### src/i2cdp_pkg.sv
// ----------------------------------------------------------------------------
// i2cdp_pkg: shared types and constants for the digipot wiper I2C master
// Beat payloads, configuration struct, bus phase codes and command bytes.
// ----------------------------------------------------------------------------
package i2cdp_pkg;

    // Input beat: one clock tick of the bus engine.
    typedef struct packed {
        logic       start_request;
        logic       op;
        logic [6:0] device_address;
        logic [2:0] channel;
        logic [8:0] wiper_value;
        logic       sda_sample;
    } t_in_item;

    // Result beat: pin levels and flags after the tick.
    typedef struct packed {
        logic        scl_release;
        logic        sda_release;
        logic        busy_res;
        logic        done_res;
        logic [1:0]  status;
        logic [15:0] read_word;
    } t_out_item;

    typedef struct packed {
        logic [15:0] half_bit_ticks;
        logic [15:0] ack_wait_limit;
    } t_bus_cfg;

    typedef enum logic [3:0] {
        PH_IDLE        = 4'd0,
        PH_START_PREP  = 4'd1,
        PH_START_SETUP = 4'd2,
        PH_START_HOLD  = 4'd3,
        PH_TX_LOW      = 4'd4,
        PH_TX_HIGH     = 4'd5,
        PH_ACK_LOW     = 4'd6,
        PH_ACK_HIGH    = 4'd7,
        PH_RX_LOW      = 4'd8,
        PH_RX_HIGH     = 4'd9,
        PH_MACK_LOW    = 4'd10,
        PH_MACK_HIGH   = 4'd11,
        PH_STOP_LOW    = 4'd12,
        PH_STOP_HIGH   = 4'd13
    } t_phase;

    typedef enum logic [1:0] {
        ST_OK          = 2'd0,
        ST_NO_ACK      = 2'd1,
        ST_BAD_CHANNEL = 2'd2
    } t_status;

    // Configuration register indexes
    localparam logic CFG_HALF_BIT_TICKS = 1'b0;
    localparam logic CFG_ACK_WAIT_LIMIT = 1'b1;

    localparam logic [15:0] HALF_BIT_TICKS_RST = 16'd250;
    localparam logic [15:0] ACK_WAIT_LIMIT_RST = 16'd800;

    // Command bytes
    localparam logic [7:0] CMD_WRITE_W0 = 8'h00;
    localparam logic [7:0] CMD_WRITE_W1 = 8'h10;
    localparam logic [7:0] CMD_READ_W0  = 8'h0C;
    localparam logic [7:0] CMD_READ_W1  = 8'h1C;

    // Sequence steps of a transaction
    localparam logic [2:0] SEQ_ADDR   = 3'd1;
    localparam logic [2:0] SEQ_CMD    = 3'd2;
    localparam logic [2:0] SEQ_DATA   = 3'd3;
    localparam logic [2:0] SEQ_RSTART = 3'd3;
    localparam logic [2:0] SEQ_RADDR  = 3'd4;
    localparam logic [2:0] SEQ_RX_HI  = 3'd5;
    localparam logic [2:0] SEQ_RX_LO  = 3'd6;

    localparam logic [3:0] BITS_PER_BYTE = 4'd8;

endpackage

### src/i2cdp_core.sv
// ----------------------------------------------------------------------------
// i2cdp_core: bus sequencer state and single-tick update
// Holds the transaction state and computes one tick's pin levels and flags.
// ----------------------------------------------------------------------------
module i2cdp_core (
    input  logic                 i_clk,
    input  logic                 i_rst_n,
    input  logic                 i_step,
    input  i2cdp_pkg::t_in_item  i_item,
    input  i2cdp_pkg::t_bus_cfg  i_cfg,
    output i2cdp_pkg::t_out_item o_result
);
    import i2cdp_pkg::*;

    t_phase      r_phase,    n_phase;
    logic [15:0] r_tick,     n_tick;
    logic [15:0] r_ack_wait, n_ack_wait;
    logic [3:0]  r_bit_idx,  n_bit_idx;
    logic [7:0]  r_shift,    n_shift;
    logic [15:0] r_accum,    n_accum;
    logic        r_op,       n_op;
    logic [6:0]  r_addr,     n_addr;
    logic        r_wiper,    n_wiper;
    logic [8:0]  r_value,    n_value;
    logic [2:0]  r_seq,      n_seq;
    logic        r_nack,     n_nack;

    logic [15:0] half_eff;
    logic [15:0] tick_inc;
    logic [2:0]  seq_inc;
    logic        d8;
    logic        done;
    t_status     status;
    logic [15:0] word;
    logic        scl_o;
    logic        sda_o;

    always_comb begin
        n_phase    = r_phase;
        n_tick     = r_tick;
        n_ack_wait = r_ack_wait;
        n_bit_idx  = r_bit_idx;
        n_shift    = r_shift;
        n_accum    = r_accum;
        n_op       = r_op;
        n_addr     = r_addr;
        n_wiper    = r_wiper;
        n_value    = r_value;
        n_seq      = r_seq;
        n_nack     = r_nack;
        done       = 1'b0;
        status     = ST_OK;
        word       = '0;

        half_eff = (i_cfg.half_bit_ticks == '0) ? 16'd1 : i_cfg.half_bit_ticks;
        tick_inc = r_tick + 16'd1;
        seq_inc  = r_seq + 3'd1;
        d8       = r_value[8];

        if (r_phase == PH_IDLE) begin
            if (i_item.start_request) begin
                if (i_item.channel > 3'd3) begin
                    done   = 1'b1;
                    status = ST_BAD_CHANNEL;
                end else begin
                    n_op       = i_item.op;
                    n_addr     = i_item.device_address;
                    n_wiper    = (i_item.channel == 3'd1) || (i_item.channel == 3'd2);
                    n_value    = i_item.wiper_value;
                    n_seq      = '0;
                    n_nack     = 1'b0;
                    n_accum    = '0;
                    n_bit_idx  = '0;
                    n_shift    = '0;
                    n_ack_wait = '0;
                    n_phase    = PH_START_SETUP;
                    n_tick     = '0;
                end
            end
        end else if (r_phase == PH_ACK_HIGH) begin
            if (!i_item.sda_sample) begin
                n_phase = PH_STOP_LOW;  // overridden by the sequence step below
            end else begin
                if (r_ack_wait != 16'hFFFF) begin
                    n_ack_wait = r_ack_wait + 16'd1;
                end
                if (n_ack_wait >= i_cfg.ack_wait_limit) begin
                    n_nack  = 1'b1;
                    n_phase = PH_STOP_LOW;
                    n_tick  = '0;
                end
            end
        end else begin
            n_tick = tick_inc;
            if (tick_inc >= half_eff) begin
                n_tick = '0;
                case (r_phase)
                    PH_START_PREP:  n_phase = PH_START_SETUP;
                    PH_START_SETUP: n_phase = PH_START_HOLD;
                    PH_START_HOLD:  n_phase = PH_STOP_LOW;
                    PH_TX_LOW:      n_phase = PH_TX_HIGH;
                    PH_TX_HIGH: begin
                        n_shift   = {r_shift[6:0], 1'b0};
                        n_bit_idx = r_bit_idx + 4'd1;
                        n_phase   = (n_bit_idx >= BITS_PER_BYTE) ? PH_ACK_LOW : PH_TX_LOW;
                    end
                    PH_ACK_LOW: begin
                        n_ack_wait = '0;
                        n_phase    = PH_ACK_HIGH;
                    end
                    PH_RX_LOW:      n_phase = PH_RX_HIGH;
                    PH_RX_HIGH: begin
                        n_accum   = {r_accum[14:0], i_item.sda_sample};
                        n_bit_idx = r_bit_idx + 4'd1;
                        n_phase   = (n_bit_idx >= BITS_PER_BYTE) ? PH_MACK_LOW : PH_RX_LOW;
                    end
                    PH_MACK_LOW:    n_phase = PH_MACK_HIGH;
                    PH_MACK_HIGH:   n_phase = PH_STOP_LOW;
                    PH_STOP_LOW:    n_phase = PH_STOP_HIGH;
                    PH_STOP_HIGH: begin
                        n_phase = PH_IDLE;
                        done    = 1'b1;
                        status  = r_nack ? ST_NO_ACK : ST_OK;
                        if (!r_nack && r_op) begin
                            word = r_accum;
                        end
                    end
                    default:        n_phase = PH_IDLE;
                endcase
            end
        end

        // Advance the transaction sequence: ACK seen, START held, or master ACK sent.
        if (((r_phase == PH_ACK_HIGH) && !i_item.sda_sample) ||
            (((r_phase == PH_START_HOLD) || (r_phase == PH_MACK_HIGH)) &&
             (tick_inc >= half_eff))) begin
            n_seq  = seq_inc;
            n_tick = '0;
            if (!r_op) begin
                case (seq_inc)
                    SEQ_ADDR: begin
                        n_shift   = {r_addr, 1'b0};
                        n_bit_idx = '0;
                        n_phase   = PH_TX_LOW;
                    end
                    SEQ_CMD: begin
                        n_shift   = (r_wiper ? CMD_WRITE_W1 : CMD_WRITE_W0) | {7'd0, d8};
                        n_bit_idx = '0;
                        n_phase   = PH_TX_LOW;
                    end
                    SEQ_DATA: begin
                        n_shift   = d8 ? 8'd0 : r_value[7:0];
                        n_bit_idx = '0;
                        n_phase   = PH_TX_LOW;
                    end
                    default: n_phase = PH_STOP_LOW;
                endcase
            end else begin
                case (seq_inc)
                    SEQ_ADDR: begin
                        n_shift   = {r_addr, 1'b0};
                        n_bit_idx = '0;
                        n_phase   = PH_TX_LOW;
                    end
                    SEQ_CMD: begin
                        n_shift   = r_wiper ? CMD_READ_W1 : CMD_READ_W0;
                        n_bit_idx = '0;
                        n_phase   = PH_TX_LOW;
                    end
                    SEQ_RSTART: n_phase = PH_START_PREP;
                    SEQ_RADDR: begin
                        n_shift   = {r_addr, 1'b1};
                        n_bit_idx = '0;
                        n_phase   = PH_TX_LOW;
                    end
                    SEQ_RX_HI, SEQ_RX_LO: begin
                        n_bit_idx = '0;
                        n_phase   = PH_RX_LOW;
                    end
                    default: n_phase = PH_STOP_LOW;
                endcase
            end
        end

        // Pin levels follow the updated phase.
        case (n_phase)
            PH_START_PREP: begin
                scl_o = 1'b0;
                sda_o = 1'b1;
            end
            PH_START_HOLD: begin
                scl_o = 1'b1;
                sda_o = 1'b0;
            end
            PH_TX_LOW: begin
                scl_o = 1'b0;
                sda_o = n_shift[7];
            end
            PH_TX_HIGH: begin
                scl_o = 1'b1;
                sda_o = n_shift[7];
            end
            PH_ACK_LOW, PH_RX_LOW: begin
                scl_o = 1'b0;
                sda_o = 1'b1;
            end
            PH_MACK_LOW: begin
                scl_o = 1'b0;
                sda_o = (n_seq == SEQ_RX_LO);
            end
            PH_MACK_HIGH: begin
                scl_o = 1'b1;
                sda_o = (n_seq == SEQ_RX_LO);
            end
            PH_STOP_LOW: begin
                scl_o = 1'b0;
                sda_o = 1'b0;
            end
            PH_STOP_HIGH: begin
                scl_o = 1'b1;
                sda_o = 1'b0;
            end
            default: begin
                scl_o = 1'b1;
                sda_o = 1'b1;
            end
        endcase

        o_result.scl_release = scl_o;
        o_result.sda_release = sda_o;
        o_result.busy_res    = (n_phase != PH_IDLE);
        o_result.done_res    = done;
        o_result.status      = status;
        o_result.read_word   = word;
    end

    always_ff @(posedge i_clk) begin
        if (!i_rst_n) begin
            r_phase    <= PH_IDLE;
            r_tick     <= '0;
            r_ack_wait <= '0;
            r_bit_idx  <= '0;
            r_shift    <= '0;
            r_accum    <= '0;
            r_op       <= 1'b0;
            r_addr     <= '0;
            r_wiper    <= 1'b0;
            r_value    <= '0;
            r_seq      <= '0;
            r_nack     <= 1'b0;
        end else if (i_step) begin
            r_phase    <= n_phase;
            r_tick     <= n_tick;
            r_ack_wait <= n_ack_wait;
            r_bit_idx  <= n_bit_idx;
            r_shift    <= n_shift;
            r_accum    <= n_accum;
            r_op       <= n_op;
            r_addr     <= n_addr;
            r_wiper    <= n_wiper;
            r_value    <= n_value;
            r_seq      <= n_seq;
            r_nack     <= n_nack;
        end
    end

endmodule

### src/i2c_digipot_wiper_master_top.sv
// Path: an accepted input beat waits in the input register, and its result
//   beat is offered from the result register.
// Throughput: one beat per cycle while the sink does not stall; the whole
//   tick update sits between the two registers, so no beat waits on the one before it.
// Reset: synchronous, active low; returns the sequencer to idle, the timing
//   registers to 250 and 800 ticks, and empties both beat registers.
// ----------------------------------------------------------------------------
// i2c_digipot_wiper_master_top: I2C master for a dual-wiper digital pot
// Each input beat is one tick of the bus engine; each tick yields one result
// beat with the SCL/SDA pin levels and the transaction flags.
// ----------------------------------------------------------------------------
module i2c_digipot_wiper_master_top (
    input  logic                 i_clk,
    input  logic                 i_rst_n,
    // input beats
    input  logic                 i_in_valid,
    output logic                 o_in_stall,
    input  i2cdp_pkg::t_in_item  i_in_data,
    // result beats
    output logic                 o_out_valid,
    input  logic                 i_out_stall,
    output i2cdp_pkg::t_out_item o_out_data,
    // configuration writes
    input  logic                 i_cfg_valid,
    output logic                 o_cfg_ready,
    input  logic                 i_cfg_index,
    input  logic [15:0]          i_cfg_data
);
    import i2cdp_pkg::*;

    // Configuration registers
    t_bus_cfg  r_cfg;

    // Input register: one beat waiting for its tick update.
    logic      r_in_valid;
    t_in_item  r_in_data;

    // Result register: holds the finished beat until the sink takes it.
    logic      r_out_valid;
    t_out_item r_out_data;

    t_out_item core_result;
    logic      out_blocked;
    logic      step;
    logic      in_take;

    // The result register is blocked only while it holds a beat the sink stalls.
    assign out_blocked = r_out_valid && i_out_stall;
    // Run one tick whenever a beat is waiting and the result register can load.
    assign step        = r_in_valid && !out_blocked;
    // Stall upstream only when the input register cannot drain this cycle.
    assign o_in_stall  = r_in_valid && out_blocked;
    assign in_take     = i_in_valid && !o_in_stall;

    assign o_cfg_ready = 1'b1;
    assign o_out_valid = r_out_valid;
    assign o_out_data  = r_out_data;

    always_ff @(posedge i_clk) begin
        if (!i_rst_n) begin
            r_cfg.half_bit_ticks <= HALF_BIT_TICKS_RST;
            r_cfg.ack_wait_limit <= ACK_WAIT_LIMIT_RST;
        end else if (i_cfg_valid && o_cfg_ready) begin
            case (i_cfg_index)
                CFG_HALF_BIT_TICKS: r_cfg.half_bit_ticks <= i_cfg_data;
                CFG_ACK_WAIT_LIMIT: r_cfg.ack_wait_limit <= i_cfg_data;
                default: ;
            endcase
        end
    end

    // Hold the input beat until its tick runs; load a new one in the same cycle.
    always_ff @(posedge i_clk) begin
        if (!i_rst_n) begin
            r_in_valid <= 1'b0;
        end else if (in_take) begin
            r_in_valid <= 1'b1;
        end else if (step) begin
            r_in_valid <= 1'b0;
        end
    end

    always_ff @(posedge i_clk) begin
        if (in_take) begin
            r_in_data <= i_in_data;
        end
    end

    // Capture the result of each tick; keep it while the sink stalls.
    always_ff @(posedge i_clk) begin
        if (!i_rst_n) begin
            r_out_valid <= 1'b0;
        end else begin
            r_out_valid <= step || out_blocked;
        end
    end

    always_ff @(posedge i_clk) begin
        if (step) begin
            r_out_data <= core_result;
        end
    end

    i2cdp_core u_core (
        .i_clk    (i_clk),
        .i_rst_n  (i_rst_n),
        .i_step   (step),
        .i_item   (r_in_data),
        .i_cfg    (r_cfg),
        .o_result (core_result)
    );

endmodule
### config.mk
export PLATFORM = sky130hd
export DESIGN_NAME = i2c_digipot_wiper_master_top
export DESIGN_NICKNAME = d
export VERILOG_FILES = /design/src/i2cdp_pkg.sv /design/src/i2cdp_core.sv /design/src/i2c_digipot_wiper_master_top.sv
export SDC_FILE = /design/constraint.sdc
export NUM_CORES = 1
export LEC_CHECK = 0
export BUFFER_PORTS_ARGS = -buffer_cell sky130_fd_sc_hd__buf_4
export CAP_MARGIN = 20
export CORE_ASPECT_RATIO = 0.6
export CORE_UTILIZATION = 25
export CTS_BUF_LIST = sky130_fd_sc_hd__clkbuf_8 sky130_fd_sc_hd__clkbuf_16
export DETAILED_ROUTE_END_ITERATION = 10
export RECOVER_POWER = 50
export SLEW_MARGIN = 20
export SYNTH_ARGS = -nofsm -noshare
export SYNTH_HDL_FRONTEND = slang
export SYNTH_SLANG_ARGS = --single-unit
### constraint.sdc
create_clock -name i_clk -period 9.5 [get_ports i_clk]
set_input_delay 0.95 -clock i_clk [delete_from_list [all_inputs] [get_ports i_clk]]
set_output_delay 0.95 -clock i_clk [all_outputs]
set_load 0.05 [all_outputs]
==> impl_results.md <==
* Outcome: finished with violations
* Failing checks: max-capacitance violations, max-slew violations
* GPL Wtd Cong at 0.864
* DRC at 0
* Max VDD drop at 0.128 mV
* I/O Pins at 69
* Latest clock arrival within the worst-skew pair at between 400 and 500 ps
* Die area at 35200 um2
* Most common cell after layout, fill and taps aside: nand2_1
* # clock sinks at 164
* Placed Area at 9490 um2
* Data required, critical path at 9690 ps
* Skew final at 8.42 ps
* CTS tree: yes
* Post-Synthesis Net Count at 1076
* Unique cell type count in the Yosys netlist at 81
* DR pass1 iterations at 5
* Max Fclk at 189 MHz
* Pwr dens at 162 nW/um2
* Leak Pwr at roughly 3.6 nW
* CTS Root Cell: clkbuf_16
* CP arrival at 5490 ps
* Cts hold-fix bufs at 0
* Worst reg2reg startpoint: u_core.r_tick[0]$_SDFFE_PN0P_
* PortBufs at 67
* Hold-critical path depth at 2
* Syn Inst Count at between 900 and 1000
* GRT Resource Usage Total at between 10% and 20%
* Initial DRC count at 578
* CTS Buffer Depth at 2
* Design area at 9990 um2
* Final Hold Fails at 0
* Largest net degree at the start of global routing at 72
* Reg-to-reg slack, setup at 4200 ps
* Pins Over Slew Limit at 119
* Setup TNS at 0 ps
* FF-to-FF End: u_core.r_ack_wait[6]$_SDFFE_PN0P_
* Diodes inserted at 0
* Post-Syn Area at 8610 um2
* Worst hold path startpoint: u_core.r_accum[15]$_SDFFE_PN0P_
* Die Span X at 242 um
* Number of flops mapped to enable cells by yosys at 44
* RSZ-0062 raised after global routing: false
* HPWL Detailed at 16500 um
* Mean routed wirelength per cell at 15.0 um
* Layout net count at 1114
* Tcrit/Tclk final at ~56%
* Synthesis Warnings at 0
* Worst Hold Class: flop to flop
* Via count at 7212
* Post-synthesis async set-or-reset flop share at 0%
* Postcts setup bufs at 0
* TritonCTS buffer count at 17
* Layout cell share with drive strength beyond 1 at 10.6%
* Hold Path Sink: u_core.r_accum[15]$_SDFFE_PN0P_
* Antenna violations before repair at 0
* Synthesized area per cell at a little under 9 um2
* Top_reg_cell synth: dfxtp_1
* First-pass GRT wire length at around 36000 um
* Rel. slew slack at -122%
* Yosys reg bits at 164
* Worst-Margin Slew at 3320 ps
* Die Height at 146 um
* Final Critical Period at 5300 ps
* Most frequent cells in the layout: nand2_1, dfxtp_1, a21oi_1
* Vias in the first global route at between 6000 and 7000
* WL final at 22500 um
* Worst reg-to-reg path cell count at 16
* Count of final setup violators at 0
* Worst-path clk slew at 70 ps
* Crit Path Class: flop to flop
* Seq/Total Area, Yosys at 43.2%
* Worst-path fanout max at 19
* Critical path startpoint category: flop
* Row count at between 50 and 60
* Initial Util at around 25%
* CP startpoint: u_core.r_tick[0]$_SDFFE_PN0P_
* Core Box Area at 33800 um2
* H-tree depth at 4
* Critical Path Sink Type: flop
* Post-DRT Antenna Nets at 0
* Area Overhead vs Synth at 16.0%
* Total grt overflow at 0
* Max Cap Viol at 2
* CTS resizes at 0
* Via density at 4.80
-- sequential cells by signal (all words and copies together), names as in the netlist, 3 cells and up --
register,cells
u_core.r_seq,3
r_in_data,22
u_core.r_ack_wait,16
u_core.r_shift,8
o_out_data,22
u_core.r_phase,4
u_core.r_addr,7
r_cfg,32
u_core.r_accum,16
u_core.r_bit_idx,4
u_core.r_value,9
u_core.r_tick,16
-- how the worst max path moves through the flow --
stage                                              to
global placement    u_core.r_ack_wait[8]$_SDFFE_PN0P_
detailed placement  u_core.r_ack_wait[6]$_SDFFE_PN0P_
finish              u_core.r_ack_wait[6]$_SDFFE_PN0P_
CTS                 u_core.r_ack_wait[6]$_SDFFE_PN0P_
global route        u_core.r_ack_wait[6]$_SDFFE_PN0P_
floorplan                    o_out_data[21]$_DFFE_PP_
-- layout make-up --
class / instances / area [um2]
Sequential cell: 164 / 3720
Multi-Input combinational cell: 720 / 4440
Fill cell: 3629 / 23800
Timing Repair Buffer: 73 / 435
Inverter: 54 / 203
Clock buffer: 17 / 425
Tap cell: 459 / 574
Clock inverter: 15 / 191
-- cell families after synthesis --
kind of cell             Yosys count  share of synthesized area (%)
adder cells (fa/ha/maj)           40                           5.81
buffers and inverters            108                           5.24
other                              1                         0.0435
XOR/XNOR                          29                           2.95
flip-flops                       164                           43.2
AO/OA/AOI/OAI                    256                           20.1
multiplexers                       6                          0.784
AND/OR/NAND/NOR                  388                           21.8
-- where the power goes --
part | internal [W] | leakage (nW) | switching [W]
Sequential | 0.000739 | 1.38 | 0.0000127
Clock | 0.000421 | 0.303 | 0.000314
Combinational | 0.0000403 | 1.95 | 0.0000887
Total | 0.00120 | 3.63 | 0.000415
-- per-layer routing --
| metal | up-vias | track usage [%] | share of wire (%) |
|---|---|---|---|
| li1 | 3601 | - | - |
| met3 | 19 | 2.51 | 4.7 |
| met5 | - | 0 | 0 |
| met1 | 3436 | 20.2 | 54 |
| met4 | 0 | 3.12 | 0.91 |
| met2 | 156 | 17.7 | 40 |
-- synth_stat cells, types with 3 or more instances --
cell / n / area, um2
nand4_1: 9 / 56.3
a22oi_1: 9 / 67.6
nor3_1: 16 / 80.1
buf_4: 6 / 45.0
a2bb2oi_1: 3 / 26.3
o21ai_0: 29 / 145
o221ai_1: 4 / 35.0
or4_1: 4 / 30.0
o31ai_4: 3 / 63.8
clkbuf_1: 39 / 146
mux2i_1: 3 / 30.0
dfxtp_1: 120 / 2400
and2_1: 22 / 138
o21ai_1: 10 / 50.1
nor2b_1: 10 / 62.6
a21oi_1: 111 / 556
ha_1: 40 / 500
xor2_1: 16 / 140
edfxtp_1: 44 / 1320
nand3b_1: 13 / 97.6
inv_1: 52 / 195
nand2b_1: 6 / 37.5
nor2_1: 66 / 248
nand3_1: 47 / 235
o211a_1: 5 / 50.1
a211oi_1: 7 / 52.6
o211ai_1: 11 / 82.6
nand2_1: 154 / 578
o21a_1: 5 / 37.5
xnor2_1: 13 / 114
a41oi_1: 3 / 26.3
and3_1: 13 / 81.3
or3_1: 8 / 50.1
a32oi_1: 5 / 43.8
a22oi_2: 6 / 75.1
o22ai_1: 6 / 37.5
buf_2: 6 / 30.0
a31oi_1: 12 / 75.1
nor4_1: 4 / 25.0
-- critical path, cell delays in order, from the launching register on --
cell,delay (ps)
dfxtp_1,440
ha_1,280
nand3_1,240
nor3_2,360
and3_1,280
and3_1,270
nand3_1,150
xnor2_1,160
ha_1,230
a211oi_2,180
o21ai_1,100
o22a_4,260
or3_1,570
o31ai_4,850
nor2_2,350
a22oi_1,250
nor2_1,70
-- metrics by stage --
| stage | util (%) | instances | hold WS, ps | setup WS [ps] | total power [W] |
|---|---|---|---|---|---|
| 2_1_floorplan | - | 992 | 427 | 5410 | 0.000853 |
| 3_3_place_gp | 28.1 | 1470 | 438 | 4430 | 0.000901 |
| 3_5_place_dp | 28.1 | 1470 | 447 | 4310 | 0.000903 |
| 4_1_cts | 29.9 | 1502 | 457 | 4290 | 0.00164 |
| 5_1_grt | 29.5 | 1502 | 466 | 3840 | 0.00168 |
| 6_report | 29.5 | 1502 | 455 | 4200 | 0.00162 |
No activity file was read; power rests on OpenSTA's default activity.
